`config.mk`:
```
export PLATFORM = sky130hd
export DESIGN_NAME = square_triangle_noise_sound_unit_core
export DESIGN_NICKNAME = d
export VERILOG_FILES = /design/src/hw/rtl/stnsu_pkg.sv /design/src/hw/rtl/stnsu_pulse.sv /design/src/hw/rtl/square_triangle_noise_sound_unit_core.sv
export SDC_FILE = /design/constraint.sdc
export NUM_CORES = 1
export LEC_CHECK = 0
export ABC_AREA = 1
export ABC_CLOCK_PERIOD_IN_PS = 4500
export BUFFER_PORTS_ARGS = -buffer_cell sky130_fd_sc_hd__buf_2
export CAP_MARGIN = 20
export CORE_UTILIZATION = 25
export DETAILED_ROUTE_END_ITERATION = 6
export MAX_ROUTING_LAYER = met4
export PLACE_DENSITY_LB_ADDON = 0.15
export SLEW_MARGIN = 15
export SYNTH_ARGS = -nofsm -noshare
export SYNTH_HDL_FRONTEND = slang
export SYNTH_SLANG_ARGS = --single-unit
```
`constraint.sdc`:
```
create_clock -name clk -period 4.5 [get_ports clk]
set_clock_uncertainty 0.05 [all_clocks]
set_input_delay 0.45 -clock clk [delete_from_list [all_inputs] [get_ports clk]]
set_output_delay 0.45 -clock clk [all_outputs]
set_load 0.02 [all_outputs]
```
`src/hw/rtl/stnsu_pkg.sv`:
```
// Package with the constants, tables and types of the sound unit.
`default_nettype none
package stnsu_pkg;
  localparam logic [1:0] OP_TICK  = 2'd0;
  localparam logic [1:0] OP_WRITE = 2'd1;
  localparam logic [1:0] OP_READ  = 2'd2;

  localparam logic [1:0] PREG_CTRL  = 2'd0;
  localparam logic [1:0] PREG_SWEEP = 2'd1;
  localparam logic [1:0] PREG_LO    = 2'd2;
  localparam logic [1:0] PREG_HI    = 2'd3;

  localparam logic [4:0] OFF_STATUS = 5'h15;
  localparam logic [4:0] OFF_FRAME  = 5'h17;
  localparam logic [4:0] OFF_TRI_LIN = 5'h08;
  localparam logic [4:0] OFF_TRI_LO  = 5'h0A;
  localparam logic [4:0] OFF_TRI_HI  = 5'h0B;
  localparam logic [4:0] OFF_NOI_ENV = 5'h0C;
  localparam logic [4:0] OFF_NOI_PER = 5'h0E;
  localparam logic [4:0] OFF_NOI_LEN = 5'h0F;

  localparam logic [14:0] SEQ_Q1 = 15'd3729;
  localparam logic [14:0] SEQ_Q2 = 15'd7457;
  localparam logic [14:0] SEQ_Q3 = 15'd11186;
  localparam logic [14:0] SEQ_Q4 = 15'd14915;
  localparam logic [14:0] SEQ_Q5 = 15'd18641;
  localparam logic [10:0] PERIOD_MAX = 11'h7FF;

  typedef struct packed {
    logic [3:0] vol;
    logic [3:0] decay;
    logic [3:0] divider;
    logic       start;
    logic       constant_vol;
    logic       halt;
  } env_t;

  function automatic logic [7:0] length_lookup(input logic [4:0] idx);
    logic [7:0] r;
    case (idx)
      5'd0: r = 8'd10;   5'd1: r = 8'd254; 5'd2: r = 8'd20;  5'd3: r = 8'd2;
      5'd4: r = 8'd40;   5'd5: r = 8'd4;   5'd6: r = 8'd80;  5'd7: r = 8'd6;
      5'd8: r = 8'd160;  5'd9: r = 8'd8;   5'd10: r = 8'd60; 5'd11: r = 8'd10;
      5'd12: r = 8'd14;  5'd13: r = 8'd12; 5'd14: r = 8'd26; 5'd15: r = 8'd14;
      5'd16: r = 8'd12;  5'd17: r = 8'd16; 5'd18: r = 8'd24; 5'd19: r = 8'd18;
      5'd20: r = 8'd48;  5'd21: r = 8'd20; 5'd22: r = 8'd96; 5'd23: r = 8'd22;
      5'd24: r = 8'd192; 5'd25: r = 8'd24; 5'd26: r = 8'd72; 5'd27: r = 8'd26;
      5'd28: r = 8'd16;  5'd29: r = 8'd28; 5'd30: r = 8'd32; default: r = 8'd30;
    endcase
    return r;
  endfunction

  function automatic logic [11:0] noise_period_lookup(input logic [3:0] idx);
    logic [11:0] r;
    case (idx)
      4'd0: r = 12'd4;     4'd1: r = 12'd8;     4'd2: r = 12'd16;    4'd3: r = 12'd32;
      4'd4: r = 12'd64;    4'd5: r = 12'd96;    4'd6: r = 12'd128;   4'd7: r = 12'd160;
      4'd8: r = 12'd202;   4'd9: r = 12'd254;   4'd10: r = 12'd380;  4'd11: r = 12'd508;
      4'd12: r = 12'd762;  4'd13: r = 12'd1016; 4'd14: r = 12'd2034; default: r = 12'd4068;
    endcase
    return r;
  endfunction

  function automatic logic [7:0] duty_lookup(input logic [1:0] mode);
    logic [7:0] r;
    case (mode)
      2'd0: r = 8'h02;
      2'd1: r = 8'h06;
      2'd2: r = 8'h1E;
      default: r = 8'hF9;
    endcase
    return r;
  endfunction

  function automatic env_t env_clock(input env_t e);
    env_t r;
    r = e;
    if (e.start) begin
      r.start = 1'b0;
      r.decay = 4'd15;
      r.divider = e.vol;
    end else if (e.divider != 4'd0) begin
      r.divider = e.divider - 4'd1;
    end else begin
      r.divider = e.vol;
      if (e.decay != 4'd0) r.decay = e.decay - 4'd1;
      else if (e.halt) r.decay = 4'd15;
    end
    return r;
  endfunction

  function automatic logic [7:0] length_half(input logic en, input logic halt,
                                             input logic [7:0] len);
    logic [7:0] r;
    r = len;
    if (!en) r = 8'd0;
    else if (!halt && len != 8'd0) r = len - 8'd1;
    return r;
  endfunction
endpackage
`default_nettype wire

```
`src/hw/rtl/stnsu_pulse.sv`:
```
// One pulse channel: timer, duty sequencer, envelope, sweep and length counter.
`default_nettype none
module stnsu_pulse (
  input  wire              clk,
  input  wire              rst,
  input  wire              is_one,
  input  wire              tick_half,
  input  wire              quarter,
  input  wire              half,
  input  wire              wr,
  input  wire  [1:0]       wr_reg,
  input  wire              wr_status,
  input  wire  [7:0]       wdata,
  output logic             len_nz,
  output logic [3:0]       level
);
  import stnsu_pkg::*;

  logic [1:0]  duty_mode;
  logic [2:0]  duty_pos;
  logic [10:0] period;
  logic [10:0] countdown;
  logic [7:0]  length;
  logic        en, sweep_en, negate, sreload;
  env_t        env;
  logic [2:0]  sw_period, sw_shift, sw_div;

  logic [1:0]  duty_mode_next;
  logic [2:0]  duty_pos_next;
  logic [10:0] period_next;
  logic [10:0] countdown_next;
  logic [7:0]  length_next;
  logic        en_next, sweep_en_next, negate_next, sreload_next;
  env_t        env_next;
  logic [2:0]  sw_period_next, sw_shift_next, sw_div_next;

  logic [11:0] target;
  logic        muted;
  logic [7:0]  duty;

  function automatic logic [11:0] calc_target(input logic [10:0] p, input logic [2:0] sh,
                                              input logic neg, input logic one);
    logic [11:0] c, t;
    c = {1'b0, p >> sh};
    if (neg) t = {1'b0, p} - c - {11'd0, one};
    else t = {1'b0, p} + c;
    return t;
  endfunction

  always_comb begin
    target = calc_target(period, sw_shift, negate, is_one);
    muted = (period < 11'd8) || (sw_shift != 3'd0 && target > {1'b0, PERIOD_MAX});

    duty_mode_next = duty_mode;
    duty_pos_next = duty_pos;
    period_next = period;
    countdown_next = countdown;
    length_next = length;
    en_next = en;
    sweep_en_next = sweep_en;
    negate_next = negate;
    sreload_next = sreload;
    env_next = env;
    sw_period_next = sw_period;
    sw_shift_next = sw_shift;
    sw_div_next = sw_div;

    if (wr) begin
      case (wr_reg)
        PREG_CTRL: begin
          duty_mode_next = wdata[7:6];
          env_next.halt = wdata[5];
          env_next.constant_vol = wdata[4];
          env_next.vol = wdata[3:0];
        end
        PREG_SWEEP: begin
          sreload_next = 1'b1;
          sweep_en_next = wdata[7];
          negate_next = wdata[3];
          sw_period_next = wdata[6:4];
          sw_shift_next = wdata[2:0];
        end
        PREG_LO: period_next = {period[10:8], wdata};
        default: begin
          period_next = {wdata[2:0], period[7:0]};
          if (en) length_next = length_lookup(wdata[7:3]);
          countdown_next = {wdata[2:0], period[7:0]};
          duty_pos_next = 3'd0;
          env_next.start = 1'b1;
        end
      endcase
    end
    if (wr_status) begin
      en_next = wdata[0];
      if (!wdata[0]) length_next = 8'd0;
    end

    if (quarter) env_next = env_clock(env);
    if (half) begin
      length_next = length_half(en, env.halt, length);
      if (sw_div == 3'd0 && sweep_en && sw_shift != 3'd0 && !muted)
        period_next = target[10:0];
      if (sw_div == 3'd0 || sreload) begin
        sw_div_next = sw_period;
        sreload_next = 1'b0;
      end else begin
        sw_div_next = sw_div - 3'd1;
      end
    end

    if (tick_half) begin
      if (countdown == 11'd0) begin
        countdown_next = period_next;
        duty_pos_next = duty_pos + 3'd1;
      end else begin
        countdown_next = countdown - 11'd1;
      end
    end
  end

  always_comb begin
    duty = duty_lookup(duty_mode);
    len_nz = (length != 8'd0);
    if (!en || length == 8'd0 || muted || period < 11'd8 || !duty[duty_pos])
      level = 4'd0;
    else
      level = env.constant_vol ? env.vol : env.decay;
  end

  always_ff @(posedge clk) begin
    if (rst) begin
      duty_mode <= '0; duty_pos <= '0; period <= '0; countdown <= '0; length <= '0;
      en <= 1'b0; sweep_en <= 1'b0; negate <= 1'b0; sreload <= 1'b0;
      env <= '0; sw_period <= '0; sw_shift <= '0; sw_div <= '0;
    end else begin
      duty_mode <= duty_mode_next; duty_pos <= duty_pos_next;
      period <= period_next; countdown <= countdown_next; length <= length_next;
      en <= en_next; sweep_en <= sweep_en_next; negate <= negate_next;
      sreload <= sreload_next; env <= env_next; sw_period <= sw_period_next;
      sw_shift <= sw_shift_next; sw_div <= sw_div_next;
    end
  end
endmodule
`default_nettype wire

```
`src/hw/rtl/square_triangle_noise_sound_unit_core.sv`:
```
// Top level: pulse pair, triangle, noise, frame sequencer and output register.
// A request's result is in the output register in the cycle after it is accepted.
// One request per cycle unless out_ready stalls; the state updates on acceptance.
// The output register is a single stage that is refilled while it is being taken.
// Reset is synchronous and active high; the noise shift register resets to one.
`default_nettype none
module square_triangle_noise_sound_unit_core (
  input  wire        clk,
  input  wire        rst,
  input  wire        in_valid,
  output logic       in_ready,
  input  wire  [1:0] opcode,
  input  wire  [4:0] reg_offset,
  input  wire  [7:0] write_byte,
  output logic       out_valid,
  input  wire        out_ready,
  output logic [3:0] read_byte,
  output logic [3:0] pulse_one_level,
  output logic [3:0] pulse_two_level,
  output logic [3:0] triangle_level,
  output logic [3:0] noise_level
);
  import stnsu_pkg::*;

  logic acc, is_tick, is_wr, tick_half, quarter, half, frame_wr, mode5_w;
  logic [14:0] seq_count, seq_count_next, seq_inc;
  logic mode5, mode5_next, parity;
  logic p0_nz, p1_nz;
  logic [3:0] p0_lvl, p1_lvl;

  logic        t_en, t_ctrl, t_rflag;
  logic [6:0]  t_rval, t_lin;
  logic [7:0]  t_len;
  logic [4:0]  t_step;
  logic [10:0] t_per, t_cnt;
  logic        t_en_next, t_ctrl_next, t_rflag_next;
  logic [6:0]  t_rval_next, t_lin_next;
  logic [7:0]  t_len_next;
  logic [4:0]  t_step_next;
  logic [10:0] t_per_next, t_cnt_next;

  env_t        n_env, n_env_next;
  logic        n_en, n_mode, n_en_next, n_mode_next;
  logic [11:0] n_per, n_cnt, n_per_next, n_cnt_next;
  logic [14:0] n_shift, n_shift_next;
  logic [7:0]  n_len, n_len_next;
  logic        fb;
  logic [3:0]  rd;

  assign in_ready = !out_valid || out_ready;
  assign acc = in_valid && in_ready;
  assign is_tick = acc && opcode == OP_TICK;
  assign is_wr = acc && opcode == OP_WRITE;
  assign tick_half = is_tick && parity;
  assign frame_wr = is_wr && reg_offset == OFF_FRAME;
  assign mode5_w = write_byte[7];
  assign seq_inc = seq_count + 15'd1;

  always_comb begin
    seq_count_next = seq_count;
    mode5_next = mode5;
    quarter = 1'b0;
    half = 1'b0;
    if (tick_half) begin
      seq_count_next = seq_inc;
      if (seq_inc == SEQ_Q1 || seq_inc == SEQ_Q3) begin
        quarter = 1'b1;
      end else if (seq_inc == SEQ_Q2) begin
        quarter = 1'b1; half = 1'b1;
      end else if (seq_inc == (mode5 ? SEQ_Q5 : SEQ_Q4)) begin
        quarter = 1'b1; half = 1'b1; seq_count_next = '0;
      end
    end
    if (frame_wr) begin
      mode5_next = mode5_w;
      seq_count_next = '0;
      quarter = mode5_w;
      half = mode5_w;
    end
  end

  stnsu_pulse u_p0 (
    .clk, .rst, .is_one(1'b1), .tick_half, .quarter, .half,
    .wr(is_wr && reg_offset[4:2] == 3'd0), .wr_reg(reg_offset[1:0]),
    .wr_status(is_wr && reg_offset == OFF_STATUS), .wdata(write_byte),
    .len_nz(p0_nz), .level(p0_lvl)
  );
  stnsu_pulse u_p1 (
    .clk, .rst, .is_one(1'b0), .tick_half, .quarter, .half,
    .wr(is_wr && reg_offset[4:2] == 3'd1), .wr_reg(reg_offset[1:0]),
    .wr_status(is_wr && reg_offset == OFF_STATUS),
    .wdata((reg_offset == OFF_STATUS) ? {1'b0, write_byte[7:1]} : write_byte),
    .len_nz(p1_nz), .level(p1_lvl)
  );

  always_comb begin
    t_en_next = t_en; t_ctrl_next = t_ctrl; t_rflag_next = t_rflag;
    t_rval_next = t_rval; t_lin_next = t_lin; t_len_next = t_len;
    t_step_next = t_step; t_per_next = t_per; t_cnt_next = t_cnt;
    n_env_next = n_env; n_en_next = n_en; n_mode_next = n_mode;
    n_per_next = n_per; n_cnt_next = n_cnt; n_shift_next = n_shift; n_len_next = n_len;
    fb = n_shift[0] ^ (n_mode ? n_shift[6] : n_shift[1]);

    if (is_tick) begin
      if (t_cnt == 11'd0) begin
        t_cnt_next = t_per;
        if (t_en && t_len != 8'd0 && t_lin != 7'd0 && t_per >= 11'd2)
          t_step_next = t_step + 5'd1;
      end else begin
        t_cnt_next = t_cnt - 11'd1;
      end
    end
    if (tick_half) begin
      if (n_cnt == 12'd0) begin
        n_cnt_next = n_per;
        n_shift_next = {fb, n_shift[14:1]};
      end else begin
        n_cnt_next = n_cnt - 12'd1;
      end
    end

    if (is_wr) begin
      case (reg_offset)
        OFF_TRI_LIN: begin
          t_ctrl_next = write_byte[7];
          t_rval_next = write_byte[6:0];
        end
        OFF_TRI_LO: t_per_next = {t_per[10:8], write_byte};
        OFF_TRI_HI: begin
          t_per_next = {write_byte[2:0], t_per[7:0]};
          if (t_en) t_len_next = length_lookup(write_byte[7:3]);
          t_cnt_next = {write_byte[2:0], t_per[7:0]};
          t_rflag_next = 1'b1;
        end
        OFF_NOI_ENV: begin
          n_env_next.halt = write_byte[5];
          n_env_next.constant_vol = write_byte[4];
          n_env_next.vol = write_byte[3:0];
        end
        OFF_NOI_PER: begin
          n_mode_next = write_byte[7];
          n_per_next = noise_period_lookup(write_byte[3:0]);
          n_cnt_next = noise_period_lookup(write_byte[3:0]);
        end
        OFF_NOI_LEN: begin
          if (n_en) n_len_next = length_lookup(write_byte[7:3]);
          n_cnt_next = n_per;
          n_env_next.start = 1'b1;
        end
        OFF_STATUS: begin
          t_en_next = write_byte[2];
          n_en_next = write_byte[3];
          if (!write_byte[2]) t_len_next = 8'd0;
          if (!write_byte[3]) n_len_next = 8'd0;
        end
        default: ;
      endcase
    end

    if (quarter) begin
      n_env_next = env_clock(n_env);
      if (t_rflag) t_lin_next = t_rval;
      else if (t_lin != 7'd0) t_lin_next = t_lin - 7'd1;
      if (!t_ctrl) t_rflag_next = 1'b0;
    end
    if (half) begin
      t_len_next = length_half(t_en, t_ctrl, t_len);
      n_len_next = length_half(n_en, n_env.halt, n_len);
    end
  end

  assign rd = {n_len != 8'd0, t_len != 8'd0, p1_nz, p0_nz};

  logic rd_q;
  always_ff @(posedge clk) begin
    if (rst) begin
      out_valid <= 1'b0;
      rd_q <= 1'b0;
      seq_count <= '0; mode5 <= 1'b0; parity <= 1'b0;
      t_en <= 1'b0; t_ctrl <= 1'b0; t_rflag <= 1'b0; t_rval <= '0; t_lin <= '0;
      t_len <= '0; t_step <= '0; t_per <= '0; t_cnt <= '0;
      n_env <= '0; n_en <= 1'b0; n_mode <= 1'b0; n_per <= '0; n_cnt <= '0;
      n_shift <= 15'd1; n_len <= '0;
    end else begin
      if (acc) out_valid <= 1'b1;
      else if (out_ready) out_valid <= 1'b0;
      if (acc) rd_q <= (opcode == OP_READ && reg_offset == OFF_STATUS);
      if (is_tick) parity <= !parity;
      seq_count <= seq_count_next; mode5 <= mode5_next;
      t_en <= t_en_next; t_ctrl <= t_ctrl_next; t_rflag <= t_rflag_next;
      t_rval <= t_rval_next; t_lin <= t_lin_next; t_len <= t_len_next;
      t_step <= t_step_next; t_per <= t_per_next; t_cnt <= t_cnt_next;
      n_env <= n_env_next; n_en <= n_en_next; n_mode <= n_mode_next;
      n_per <= n_per_next; n_cnt <= n_cnt_next; n_shift <= n_shift_next;
      n_len <= n_len_next;
    end
  end

  always_comb begin
    read_byte = rd_q ? rd : 4'd0;
    pulse_one_level = p0_lvl;
    pulse_two_level = p1_lvl;
    if (!t_en || t_len == 8'd0 || t_lin == 7'd0 || t_per < 11'd2)
      triangle_level = 4'd0;
    else
      triangle_level = t_step[4] ? t_step[3:0] : ~t_step[3:0];
    if (!n_en || n_len == 8'd0 || n_shift[0])
      noise_level = 4'd0;
    else
      noise_level = n_env.constant_vol ? n_env.vol : n_env.decay;
  end
endmodule
`default_nettype wire
```
Yosys cells after proc, flatten, opt, wreduce, memory -nomap -nowiden. Memories as Yosys holds them, arrays and structs flattened. A register that Yosys moved wholly into a read port is not among the register bits. Cells that the tools add are included.

Memories: 6. Bits in read-only memories: 1248. Input port bits: 19. Flip-flop bits (word level): 261.

Memory list: (name not given) (words 32, width 7, rd ports 1, clocked after Yosys merged registers in 0, write ports 0, RTL line stnsu_pkg.sv:40) `case (idx)`; (name not given) (words 32, width 7, rd ports 1, clocked after Yosys merged registers in 0, write ports 0, RTL line stnsu_pkg.sv:40); (name not given) (words 32, width 7, rd ports 1, clocked after Yosys merged registers in 0, write ports 0, RTL line stnsu_pkg.sv:40); (name not given) (words 32, width 7, rd ports 1, clocked after Yosys merged registers in 0, write ports 0, RTL line stnsu_pkg.sv:40); (name not given) (words 16, width 11, rd ports 1, clocked after Yosys merged registers in 1, write ports 0, RTL line stnsu_pkg.sv:55) `case (idx)`; (name not given) (words 16, width 11, rd ports 1, clocked after Yosys merged registers in 0, write ports 0, RTL line stnsu_pkg.sv:55).

Shift-type cells: 2. Mux-type cells: 127. Equality and inequality tests: 33. $add $sub $neg: 26. Reductions and logical operators: 125. Bitwise logic cells: 6. Order comparisons: 8.

Operators with widths (number): two-way mux 8 bit (32); two-way mux 11 bit (18); two-way mux 4 bit (21); one-hot mux 11 bit (2 select lines) (3); two-way mux 12 bit (5); two-way mux 15 bit (4); one-hot mux 8 bit (3 select lines) (2); zero test 11 bit (3); subtractor 11 x 1 -> 11 bit, second input constant (3); zero test 8 bit (4); one-hot mux 8 bit (2 select lines) (2); nonzero test 8 bit (4); subtractor 8 x 1 -> 8 bit, second input constant (4); == test 5 x 4 -> 1 bit, second input constant (6); two-way mux 3 bit (10); AND reduction 2 bit (14); AND reduction 3 bit (9); two-way mux 1 bit (25); adder 11 x 11 -> 12 bit (2); greater-than comparator 12 x 11 -> 1 bit, second input constant (2); logical AND 1 bit (24); one-hot mux 12 bit (2 select lines) (1); nonzero test 4 bit (6); subtractor 11 x 11 -> 12 bit (2); other kinds (41) (121).

Logic depth before layout (Yosys ltp). Gate-level depths: netlist (run 1).

Depth in word-level cells: 13. Gate-level depth with buffers: 34. Gate-level depth less buffers: 32.

Cells and area by module. From an unflattened synthesis (run 1), not the netlist that was laid out.

Cell total of the unflattened synthesis: 2928. Area, all modules: 19033.3 µm².

By module, submodules not included: square_triangle_noise_sound_unit_core (seq. area each 2682.6 µm², area each 8060.2 µm², cells each 1228, times used 1); stnsu_pulse (u_p0) (seq. area each 1261.2 µm², area each 5506.5 µm², cells each 854, times used 1); stnsu_pulse (u_p1) (seq. area each 1261.2 µm², area each 5466.5 µm², cells each 846, times used 1).

Least setup slack after synthesis (run 1). OpenSTA, ideal clock, no wires.

Kind: reg-to-output. Start point: register u_p1.sw_shift[0]. End point: output port pulse_two_level[0]. Data required time: 4.000 ns. Stages on the path, launching flop included: 30. Arrival time: 3.580 ns. Path buffers: 1. Setup slack: 0.420 ns. Path through: dfxtp_1 inv_2 buf_2 nand2_1 nand3_1 nand2_1 nor2_1 nor2_1 ha_1 nand3_1 nor3_1 nand3_1 nand2_1 xor2_1 ha_1 inv_1 o21bai_1 inv_1 o21ai_0 a21oi_1 inv_1 nand2_1 nand2_1 inv_1 nand2_1 nand3_1 nand2_1 nor3_1 nand2_1 a211oi_1.

Word-level cells in the longest chain between the ends: 10. Elaborated cells on any way between the ends: 12. Classes of those cells: 2 x add/sub; 1 x order compare; 1 x shift; 2 x mux; 6 x reduce/logical.

RTL lines: start: declaration (RTL line stnsu_pulse.sv:26) `logic [2:0] sw_period, sw_shift, sw_div;`; start signal: assignment (RTL line stnsu_pulse.sv:140) `sw_shift <= sw_shift_next; sw_div <= sw_div_next;`; right shift 11 x 3 -> 11 bit (RTL line stnsu_pulse.sv:44) `c = {1'b0, p >> sh};`; adder 11 x 11 -> 12 bit / subtractor 11 x 11 -> 12 bit (equally long branches) (RTL line stnsu_pulse.sv:46, stnsu_pulse.sv:45); two-way mux 12 bit (RTL line stnsu_pulse.sv:45) `if (neg) t = {1'b0, p} - c - {11'd0, one};`; greater-than comparator 12 x 11 -> 1 bit (RTL line stnsu_pulse.sv:52) `muted = (period < 11'd8) || (sw_shift != 3'd0 && target > {1'b0, PERIOD_MAX});`; logical AND 1 bit (*) (RTL line stnsu_pulse.sv:52); logical OR 1 bit (*) (RTL line stnsu_pulse.sv:52); logical OR 1 bit (*) (3 in series) (RTL line stnsu_pulse.sv:124) `if (!en || length == 8'd0 || muted || period < 11'd8 || !duty[duty_pos])`; two-way mux 4 bit (*) (RTL line stnsu_pulse.sv:124); end: declaration (RTL line square_triangle_noise_sound_unit_core.sv:19) `output logic [3:0] pulse_two_level,`.

Mark *: on every way between the ends. The rest lies on a longest branch, timed or not.

Final worst setup path (run 1). Ends and elaborated chain as after synthesis.

==> results of run 1 <==
[flip-flops by register name (all words and copies together) (netlist names), 12 cells and up]
name and cells:
u_p0.env 15, seq_count 15, n_env 15, n_cnt 12, n_shift 15, u_p1.env 15
[through the flow]
| step | util | setup WS (ns) | std cells | hold WS (ns) | power, uW |
|---|---|---|---|---|---|
| floorplan | - | 0.420 | 2672 | 0.374 | 2700 |
| global placement | 0.274 | 0.195 | 3549 | 0.389 | 2860 |
| detailed placement | 0.274 | 0.132 | 3550 | 0.395 | 2860 |
| CTS | 0.296 | -0.165 | 3631 | 0.122 | 5810 |
| global route | 0.299 | -0.445 | 3638 | 0.159 | 5980 |
| finish | 0.299 | -0.118 | 3639 | 0.158 | 5720 |
[worst min-delay path by stage]
| stage | end | slack, ns |
|---|---|---|
| 3_3_place_gp | t_rval[0] | 0.39 |
| 4_1_cts | out_valid | 0.12 |
| 6_report | out_valid | 0.16 |
| 5_1_grt | out_valid | 0.16 |
| 3_5_place_dp | t_rval[0] | 0.39 |
| 2_1_floorplan | t_rval[0] | 0.37 |
[cells in the mapped netlist (2+ instances only)]
cell type,n,share of area
buf_4,2,0.00087
clkbuf_1,69,0.015
o22ai_1,14,0.0051
a211oi_1,27,0.012
o21ai_2,2,0.0010
inv_1,336,0.073
nor2_2,8,0.0029
buf_1,4,0.00087
xnor2_1,27,0.014
o221ai_1,4,0.0020
nand3_2,2,0.0012
o21ai_0,295,0.086
nand2_4,4,0.0026
nor4_1,13,0.0047
inv_2,8,0.0017
nor2_1,296,0.065
o21ai_1,11,0.0032
a31oi_1,29,0.011
nand2_1,525,0.11
buf_2,13,0.0038
nor3_1,43,0.012
nor3b_1,2,0.00087
or3_1,3,0.0011
dfxtp_1,260,0.30
o21a_1,14,0.0061
a22oi_1,6,0.0026
a21oi_1,263,0.076
o21bai_1,9,0.0039
clkinv_1,8,0.0017
nand3b_1,9,0.0039
o211ai_1,17,0.0074
o31ai_1,8,0.0035
xor2_1,61,0.031
nand4_1,27,0.0098
a221oi_1,5,0.0025
nand3_1,137,0.040
o311ai_0,2,0.0010
fa_1,3,0.0035
nand2_2,9,0.0033
a311oi_1,2,0.0010
ha_1,79,0.057
[repair_timing]
action	CTS	global route
buffers inserted	17	7
resized for setup	40	56
hold buffers	0	0
cloned	1	0
endpoints found under the setup margin	8	15
pin swaps	6	23
[worst register-to-register path: cells and delay by family (launching register included)]
kind | cells | cell delay (ns)
compound gates | 1 | 0.05
xor+xnor | 2 | 0.26
fa+ha+maj | 2 | 0.57
buf+inv | 14 | 1.64
flops | 1 | 0.36
simple gates | 13 | 1.06
[final cells by class]
class / instances / area (um2) / area share
multi-input combinational: 1970 / 10600 / 0.523
sequential: 260 / 5220 / 0.258
inverter: 352 / 1330 / 0.0657
clock buffer: 59 / 1140 / 0.0563
tap: 873 / 1090 / 0.0540
timing repair buffer: 116 / 813 / 0.0402
clock inverter: 4 / 45.0 / 0.00223
antenna: 5 / 12.5 / 0.000618
[cells by family (layout without fill, tap and decap cells)]
family / after synthesis / count (layout) / synth area share
AOI/OAI and AO/OA: 719 / 719 / 0.230
xor gates and xnor gates: 88 / 88 / 0.0448
adders and majority gates: 82 / 82 / 0.0609
buffers and inverters: 442 / 531 / 0.0988
DFF: 260 / 260 / 0.302
muxes: 1 / 1 / 0.000654
other: 0 / 5 / 0
and+or+nand+nor: 1080 / 1080 / 0.263
[metal layers]
layer	up-vias	wire (um)	GRT usage
li1	8997	-	-
met4	0	884	0.0383
met1	8116	29300	0.232
met3	61	2760	0.0275
met2	336	25500	0.264
met5	-	0	-
[power by group]
part | internal [uW] | switching (uW)
sequential | 2320 | 18.7
combinational | 156 | 337
clock | 1770 | 1110
total | 4250 | 1470
==> results_dict.tcl, run 1 <==
set metrics [dict create \
    placementRows 95 \
    async_reset_ff_frac 0 \
    worstPathArrival_ns 4.12 \
    rr_endpoint "u_p1.countdown[6]" \
    number_of_cells_produced_by_synthesis 2672 \
    tritoncts "yes" \
    synth_edf_count 0 \
    synth-seq-area-share 0.302 \
    worstSkewPairLatency_ns 0.55 \
    clock-sinks 260 \
    drt-vias-per-instance 4.81 \
    final_common_cell "nand2_1" \
    fin_crit_sh 1.03 \
    cts.clk_slew.worst_paths_ns 0.06 \
    slew_headroom 0.273 \
    io_pins 41 \
    crit_type "flip-flop to output pin" \
    rsz0062_at_grt "true" \
    crit_path_start "u_p1.sw_shift[0]" \
    critPathBufInv 7 \
    layout.filler_cells 7364 \
    design.die.area_um2 69900 \
    min_path_type "input port to flip-flop" \
    startpoint_type "flip-flop" \
    grt_antenna_before_repair 6 \
    total_cts_buffers 35 \
    fin_ws_ns -0.118 \
    r2r.worst_path.cells 32 \
    dr_total_vias 17500 \
    die_h_um 264 \
    final.min_clock_period_ns 4.62 \
    syn-num-nets 2773 \
    slew_violations 0 \
    synthesis.area_per_instance_um2 6.44 \
    power.density_cell_area_nw_per_um2 283 \
    grt_max_degree 114 \
    port_buffers 40 \
    design_area_um2 20200 \
    power_leakage_uw 0.00871 \
    critical_path_depth 26 \
    worst_r2r_startpoint "u_p1.sw_shift[0]" \
    place_hpwl_mm 42.0 \
    worst-path-max-fanout 9 \
    r2r_setup_slack_ns 0.36 \
    routabilityCongestion 0.873 \
    most-common-layout-cells "nand2_1, inv_1, nor2_1" \
    crit_path_required_time_ns 4.00 \
    timing.setup.tns_ns -0.304 \
    vias_in_the_first_global_route 16800 \
    yosys_warnings 0 \
    htreeDepth 2 \
    detail_route.drc_violations 0 \
    crit_path_end "pulse_two_level[0]" \
    post_detailed_routing_wire_length_mm 58.4 \
    irDropWorstVdd_v 0.000210 \
    drt_iter0_markers 1250 \
    outcome "finished, violations left" \
    cpMaxStageDelayCell "dfxtp_4" \
    postRouteAntennaNets 0 \
    whs_path_depth 4 \
    grt_first_pass_wirelength_mm 93.2 \
    worst_slew_pin_slew_ns 1.09 \
    setup_violating_endpoint_count_in_the_final_report 4 \
    synth-main-ff-cell "dfxtp_1" \
    grt_overflow_total 0 \
    timing_hold_violations_final 0 \
    final_net_count 2836 \
    synth-seq-cells 260 \
    achievable-frequency_ghz 0.217 \
    cap_violations 0 \
    area_growth_pct 17.5 \
    start_point_of_the_worst_hold_path "out_ready" \
    cts_max_path_buffers 3 \
    die_width_um 264 \
    violated_checks "negative setup slack" \
    routed_wire_length_per_instance_um 16.0 \
    drtPass1Iterations 5 \
    synthDistinctLibCells 57 \
    detailed_place.area_um2 18600 \
    cts_root_buffer "clkbuf_16" \
    initial_core_util 0.255 \
    grt_use_total 0.171 \
    final_layout_size_suffix_gt1_frac 0.101 \
    core_area_um2 67600 \
    critical_path.endpoint_type "output pin" \
    cp_slowest_stage_delay_ns 0.37 \
    family_with_the_most_delay_on_the_worst_path "simple AND/OR/NAND/NOR gates" \
    mappedNetlistArea_um2 17200 \
]
Power figures use the tool's default switching activity.
==> inputs of run 2 (changes only) <==
PLACE_DENSITY = 0.43   (was unset)
PLACE_DENSITY_LB_ADDON = unset   (was 0.15)
==> run 2 against run 1 <==
The flow still finishes with violations (negative setup slack); critical endpoint is now pulse_two_level[3]; worst hold slack better by 0.0017 ns; sequential cell count unchanged; sequential power about the same; global-route usage down 0.44 points; wire length down 1.7%; via count down 0.62%; utilization about the same; fmax up 1.3%; sequential share of layout area about the same; critical path depth up 3; first-iteration DRC count down 12%; non-clock buffer count down 3.
==> results_dict.tcl, run 2 (same netlist as run 1, synthesis figures left out) <==
set metrics [dict create \
    critical_path_depth 29 \
    core_area_um2 67600 \
    htreeDepth 2 \
    cts_root_buffer "clkbuf_16" \
    cp_common_cell "nand2_2" \
    routabilityCongestion 0.875 \
    final_layout_size_suffix_gt1_frac 0.101 \
    grt_use_total 0.166 \
    timing_hold_violations_final 0 \
    grt_antenna_before_repair 7 \
    crit_path_start "u_p1.sw_shift[0]" \
    area_growth_pct 17.5 \
    grt_max_degree 79 \
    fin_crit_sh 1.01 \
    total_cts_buffers 34 \
    fin_ws_ns -0.0578 \
    worst_r2r_startpoint "u_p1.sw_shift[0]" \
    die_width_um 264 \
    r2r.worst_path.cells 33 \
    min_path_type "input port to flip-flop" \
    rr_endpoint "u_p1.countdown[6]" \
    cts.clk_slew.worst_paths_ns 0.06 \
    cpMaxStageDelayCell "dfxtp_4" \
    finalPower_uw 5730 \
    achievable-frequency_ghz 0.219 \
    final_net_count 2832 \
    outcome "finished, violations left" \
    final.min_clock_period_ns 4.56 \
    routed_wire_length_per_instance_um 15.8 \
    irDropWorstVdd_v 0.000219 \
    critPathBufInv 7 \
    vias_in_the_first_global_route 16400 \
    grt_first_pass_wirelength_mm 90.6 \
    io_pins 41 \
    cp_slowest_stage_delay_ns 0.37 \
    drt-vias-per-instance 4.79 \
    violated_checks "negative setup slack" \
    crit_type "flip-flop to output pin" \
    worst-path-max-fanout 5 \
    cap_violations 0 \
    startpoint_type "flip-flop" \
    postRouteAntennaNets 0 \
    place_hpwl_mm 41.2 \
    crit_path_required_time_ns 4.00 \
    die_h_um 264 \
    grt_overflow_total 0 \
    setup_violating_endpoint_count_in_the_final_report 4 \
    slew_headroom 0.305 \
    drt_iter0_markers 1106 \
    worstPathArrival_ns 4.06 \
    power_leakage_uw 0.00872 \
    placementRows 95 \
    initial_core_util 0.255 \
    clock-sinks 260 \
    power.density_cell_area_nw_per_um2 283 \
    family_with_the_most_delay_on_the_worst_path "simple AND/OR/NAND/NOR gates" \
    design.die.area_um2 69900 \
    tritoncts "yes" \
    r2r_setup_slack_ns 0.24 \
    slew_violations 0 \
    most-common-layout-cells "nand2_1, inv_1, nor2_1" \
    critical_path.endpoint_type "output pin" \
    place_ws_ns -0.0541 \
    detail_route.drc_violations 0 \
    dr_total_vias 17400 \
    worst_slew_pin_slew_ns 1.04 \
    cts_max_path_buffers 3 \
    rsz0062_at_grt "true" \
    post_detailed_routing_wire_length_mm 57.4 \
    drtPass1Iterations 5 \
    final_common_cell "nand2_1" \
    port_buffers 40 \
    fin_util 0.299 \
    worstSkewPairLatency_ns 0.54 \
    crit_path_end "pulse_two_level[3]" \
]
## run 2: changes by cell type in the layout (fill, tap and decap cells not counted), sizes merged
cell	before	now
buf	116	111
bufinv	1	5
clkbuf	59	46
clkinv	10	14
clkinvlp	1	0
diode	5	6
inv	344	345
## run 2: layout make-up
type | instances | area [um2]
Inverter | 352 | 1330
Tap cell | 873 | 1090
Multi-Input combinational cell | 1970 | 10600
Fill cell | 7326 | 47400
Timing Repair Buffer | 113 | 788
Antenna cell | 6 | 15.0
Clock inverter | 12 | 189
Sequential cell | 260 | 5220
Clock buffer | 44 | 970
## run 2: timing repair
action | in CTS | in global routing
pin swaps | 12 | 24
endpoints found under the setup margin | 8 | 12
cloned | 0 | 1
hold buffers | 0 | 0
setup buffers | 17 | 7
resized for setup | 41 | 62
## run 2: stage by stage
step           setup TNS [ns]  cell area [um2]  hold WS (ns)  instances
6_report               -0.135            20200         0.159       3630
5_1_grt                 -1.25            20200         0.167       3630
4_1_cts                -0.676            19900         0.126       3618
3_5_place_dp           -0.137            18500         0.389       3545
3_3_place_gp           -0.142            18500         0.384       3545
2_1_floorplan               0            17200         0.374       2672
## run 2: worst min-delay path: cells and delay by family
family / cells / cell delay [ns]
compound gates: 1 / 0.07
simple gates: 1 / 0.08
buf+inv: 2 / 0.10
## run 2: routing by layer
metal | vias to the layer above | wire length (um) | GRT usage
met2 | 338 | 24800 | 0.255
li1 | 8997 | - | -
met5 | - | 0 | -
met4 | 0 | 1150 | 0.0412
met3 | 76 | 2990 | 0.0295
met1 | 7990 | 28500 | 0.225
## run 2: power by group
group	leakage (uW)	total, uW	switching (uW)	internal [uW]
Sequential	0.00210	2340	18.7	2320
Combinational	0.00604	487	334	153
Clock	0.000577	2900	1110	1800
## run 2: how the worst min path moves through the flow
stage,from,to,slack [ns],cells past startpoint
after CTS,out_ready,out_valid,0.13,4
final,out_ready,out_valid,0.16,4
after floorplan,t_rval[0],t_rval[0],0.37,2
after detailed placement,t_rval[0],t_rval[0],0.39,2
after global placement,t_rval[0],t_rval[0],0.38,2
after global routing,out_ready,out_valid,0.17,4
==> inputs of run 3 (changes only) <==
BUFFER_PORTS_ARGS = -buffer_cell sky130_fd_sc_hd__clkbuf_2   (was -buffer_cell sky130_fd_sc_hd__buf_2)
CAP_MARGIN = unset   (was 20)
==> run 3 against run 2 <==
Clock power down 2%; fmax up 1.7%; utilization about the same; the flow now finishes without violations; setup slack better by 0.078 ns; final cell count up 0.14%; power down 1.5%.
==> results_dict.tcl, run 3 (same netlist as run 1, synthesis figures left out) <==
set metrics [dict create \
    cts.clk_slew.worst_paths_ns 0.06 \
    cp_slowest_stage_delay_ns 0.38 \
    final.min_clock_period_ns 4.48 \
    critical_path.endpoint_type "output pin" \
    slew_headroom 0.226 \
    post_detailed_routing_wire_length_mm 56.8 \
    placementRows 95 \
    setup_violating_endpoint_count_in_the_final_report 0 \
    total_cts_buffers 34 \
    fin_util 0.299 \
    worst-path-max-fanout 4 \
    grt_max_degree 79 \
    core_area_um2 67600 \
    grt_overflow_total 0 \
    htreeDepth 2 \
    timing_hold_violations_final 0 \
    timing.setup.tns_ns 0 \
    detail_route.drc_violations 0 \
    final_layout_size_suffix_gt1_frac 0.0997 \
    postRouteAntennaNets 0 \
    die_h_um 264 \
    power_leakage_uw 0.00870 \
    power.density_cell_area_nw_per_um2 279 \
    drt_iter0_markers 1189 \
    cpMaxStageDelayCell "dfxtp_4" \
    final_common_cell "nand2_1" \
    clock-sinks 260 \
    layout.filler_cells 7395 \
    io_pins 41 \
    irDropWorstVdd_v 0.000190 \
    dr_total_vias 17500 \
    most-common-layout-cells "nand2_1, inv_1, nor2_1" \
    rsz0062_at_grt "true" \
    port_buffers 40 \
    initial_core_util 0.255 \
    drtPass1Iterations 6 \
    fin_crit_sh 0.996 \
    design.die.area_um2 69900 \
    cp_common_cell "buf_4" \
    crit_path_required_time_ns 4.00 \
    worst_slew_pin_slew_ns 1.16 \
    worstPathArrival_ns 3.98 \
    grt_first_pass_wirelength_mm 90.3 \
    worstSkewPairLatency_ns 0.54 \
    cts_root_buffer "clkbuf_16" \
    slew_violations 0 \
    outcome "completed" \
    grt_antenna_before_repair 5 \
    routed_wire_length_per_instance_um 15.6 \
    die_width_um 264 \
    cap_violations 0 \
    vias_in_the_first_global_route 16600 \
    tritoncts "yes" \
    final_net_count 2839 \
    area_growth_pct 17.3 \
    routabilityCongestion 0.864 \
    instances_no_fill 3635 \
    drt-vias-per-instance 4.82 \
    dp_cell_count 3547 \
    grt_use_total 0.165 \
    achievable-frequency_ghz 0.223 \
    min_path_type "input port to flip-flop" \
    place_hpwl_mm 41.1 \
    r2r_setup_slack_ns 0.43 \
    cts_max_path_buffers 3 \
    startpoint_type "flip-flop" \
    ctsHoldBuffers 0 \
    crit_type "flip-flop to output pin" \
]
==> run 3: per-layer routing <==
layer / vias to the layer above / track usage / wire (um)
li1: 9007 / - / -
met1: 8082 / 0.222 / 28100
met2: 352 / 0.253 / 24500
met3: 72 / 0.0300 / 3000
met4: 0 / 0.0421 / 1200
met5: - / - / 0
==> run 3: what timing repair did <==
| item | 4_1_cts | 5_1_grt |
|---|---|---|
| gates resized for setup | 53 | 52 |
| endpoints found under the setup margin | 8 | 9 |
| gates cloned | 1 | 0 |
| buffers inserted | 15 | 12 |
| endpoints found under the hold margin | 0 | 0 |
| pin swaps | 23 | 16 |
==> run 3: path summary, 6_finish.rpt <==
path	from	endpoint	depth (start not counted)
max	u_p1.sw_shift[0]	pulse_two_level[2]	27
min	out_ready	out_valid	4
max reg2reg	u_p1.sw_shift[0]	u_p1.countdown[5]	31
min reg2reg	t_rval[0]	t_rval[0]	2
==> run 3: layout make-up <==
cell class                 count  area (um2)  area share
clock buffer                  43         926      0.0458
clock inverter                12         198     0.00979
inverter                     352        1330      0.0658
timing repair buffer         120         827      0.0409
multi-input combinational   1970       10600       0.524
antenna                        5        12.5    0.000619
tap                          873        1090      0.0541
sequential                   260        5220       0.259
==> run 3: power breakdown <==
part	leakage, uW	internal (uW)	switching [uW]
sequential	0.00210	2320	18.8
clock	0.000544	1740	1090
combinational	0.00606	149	327
total	0.00870	4210	1440
==> run 3: worst max-delay path: cells and delay by family (launching register included) <==
kind,cells,cell delay [ns]
AO/OA/AOI/OAI,3,0.47
XOR/XNOR,1,0.15
adder cells (fa/ha/maj),1,0.31
buffers and inverters,8,0.90
flip-flops,1,0.38
AND/OR/NAND/NOR,14,1.23
==> run 3: through the flow <==
step	instance area (um2)	total power [uW]	hold WS, ns	setup WS [ns]
after floorplan	17200	2700	0.374	0.420
after global placement	18500	2850	0.389	-0.0798
after detailed placement	18500	2850	0.387	-0.196
after CTS	20000	5740	0.131	-0.214
after global routing	20200	5890	0.184	-0.264
final	20200	5640	0.175	0.0201
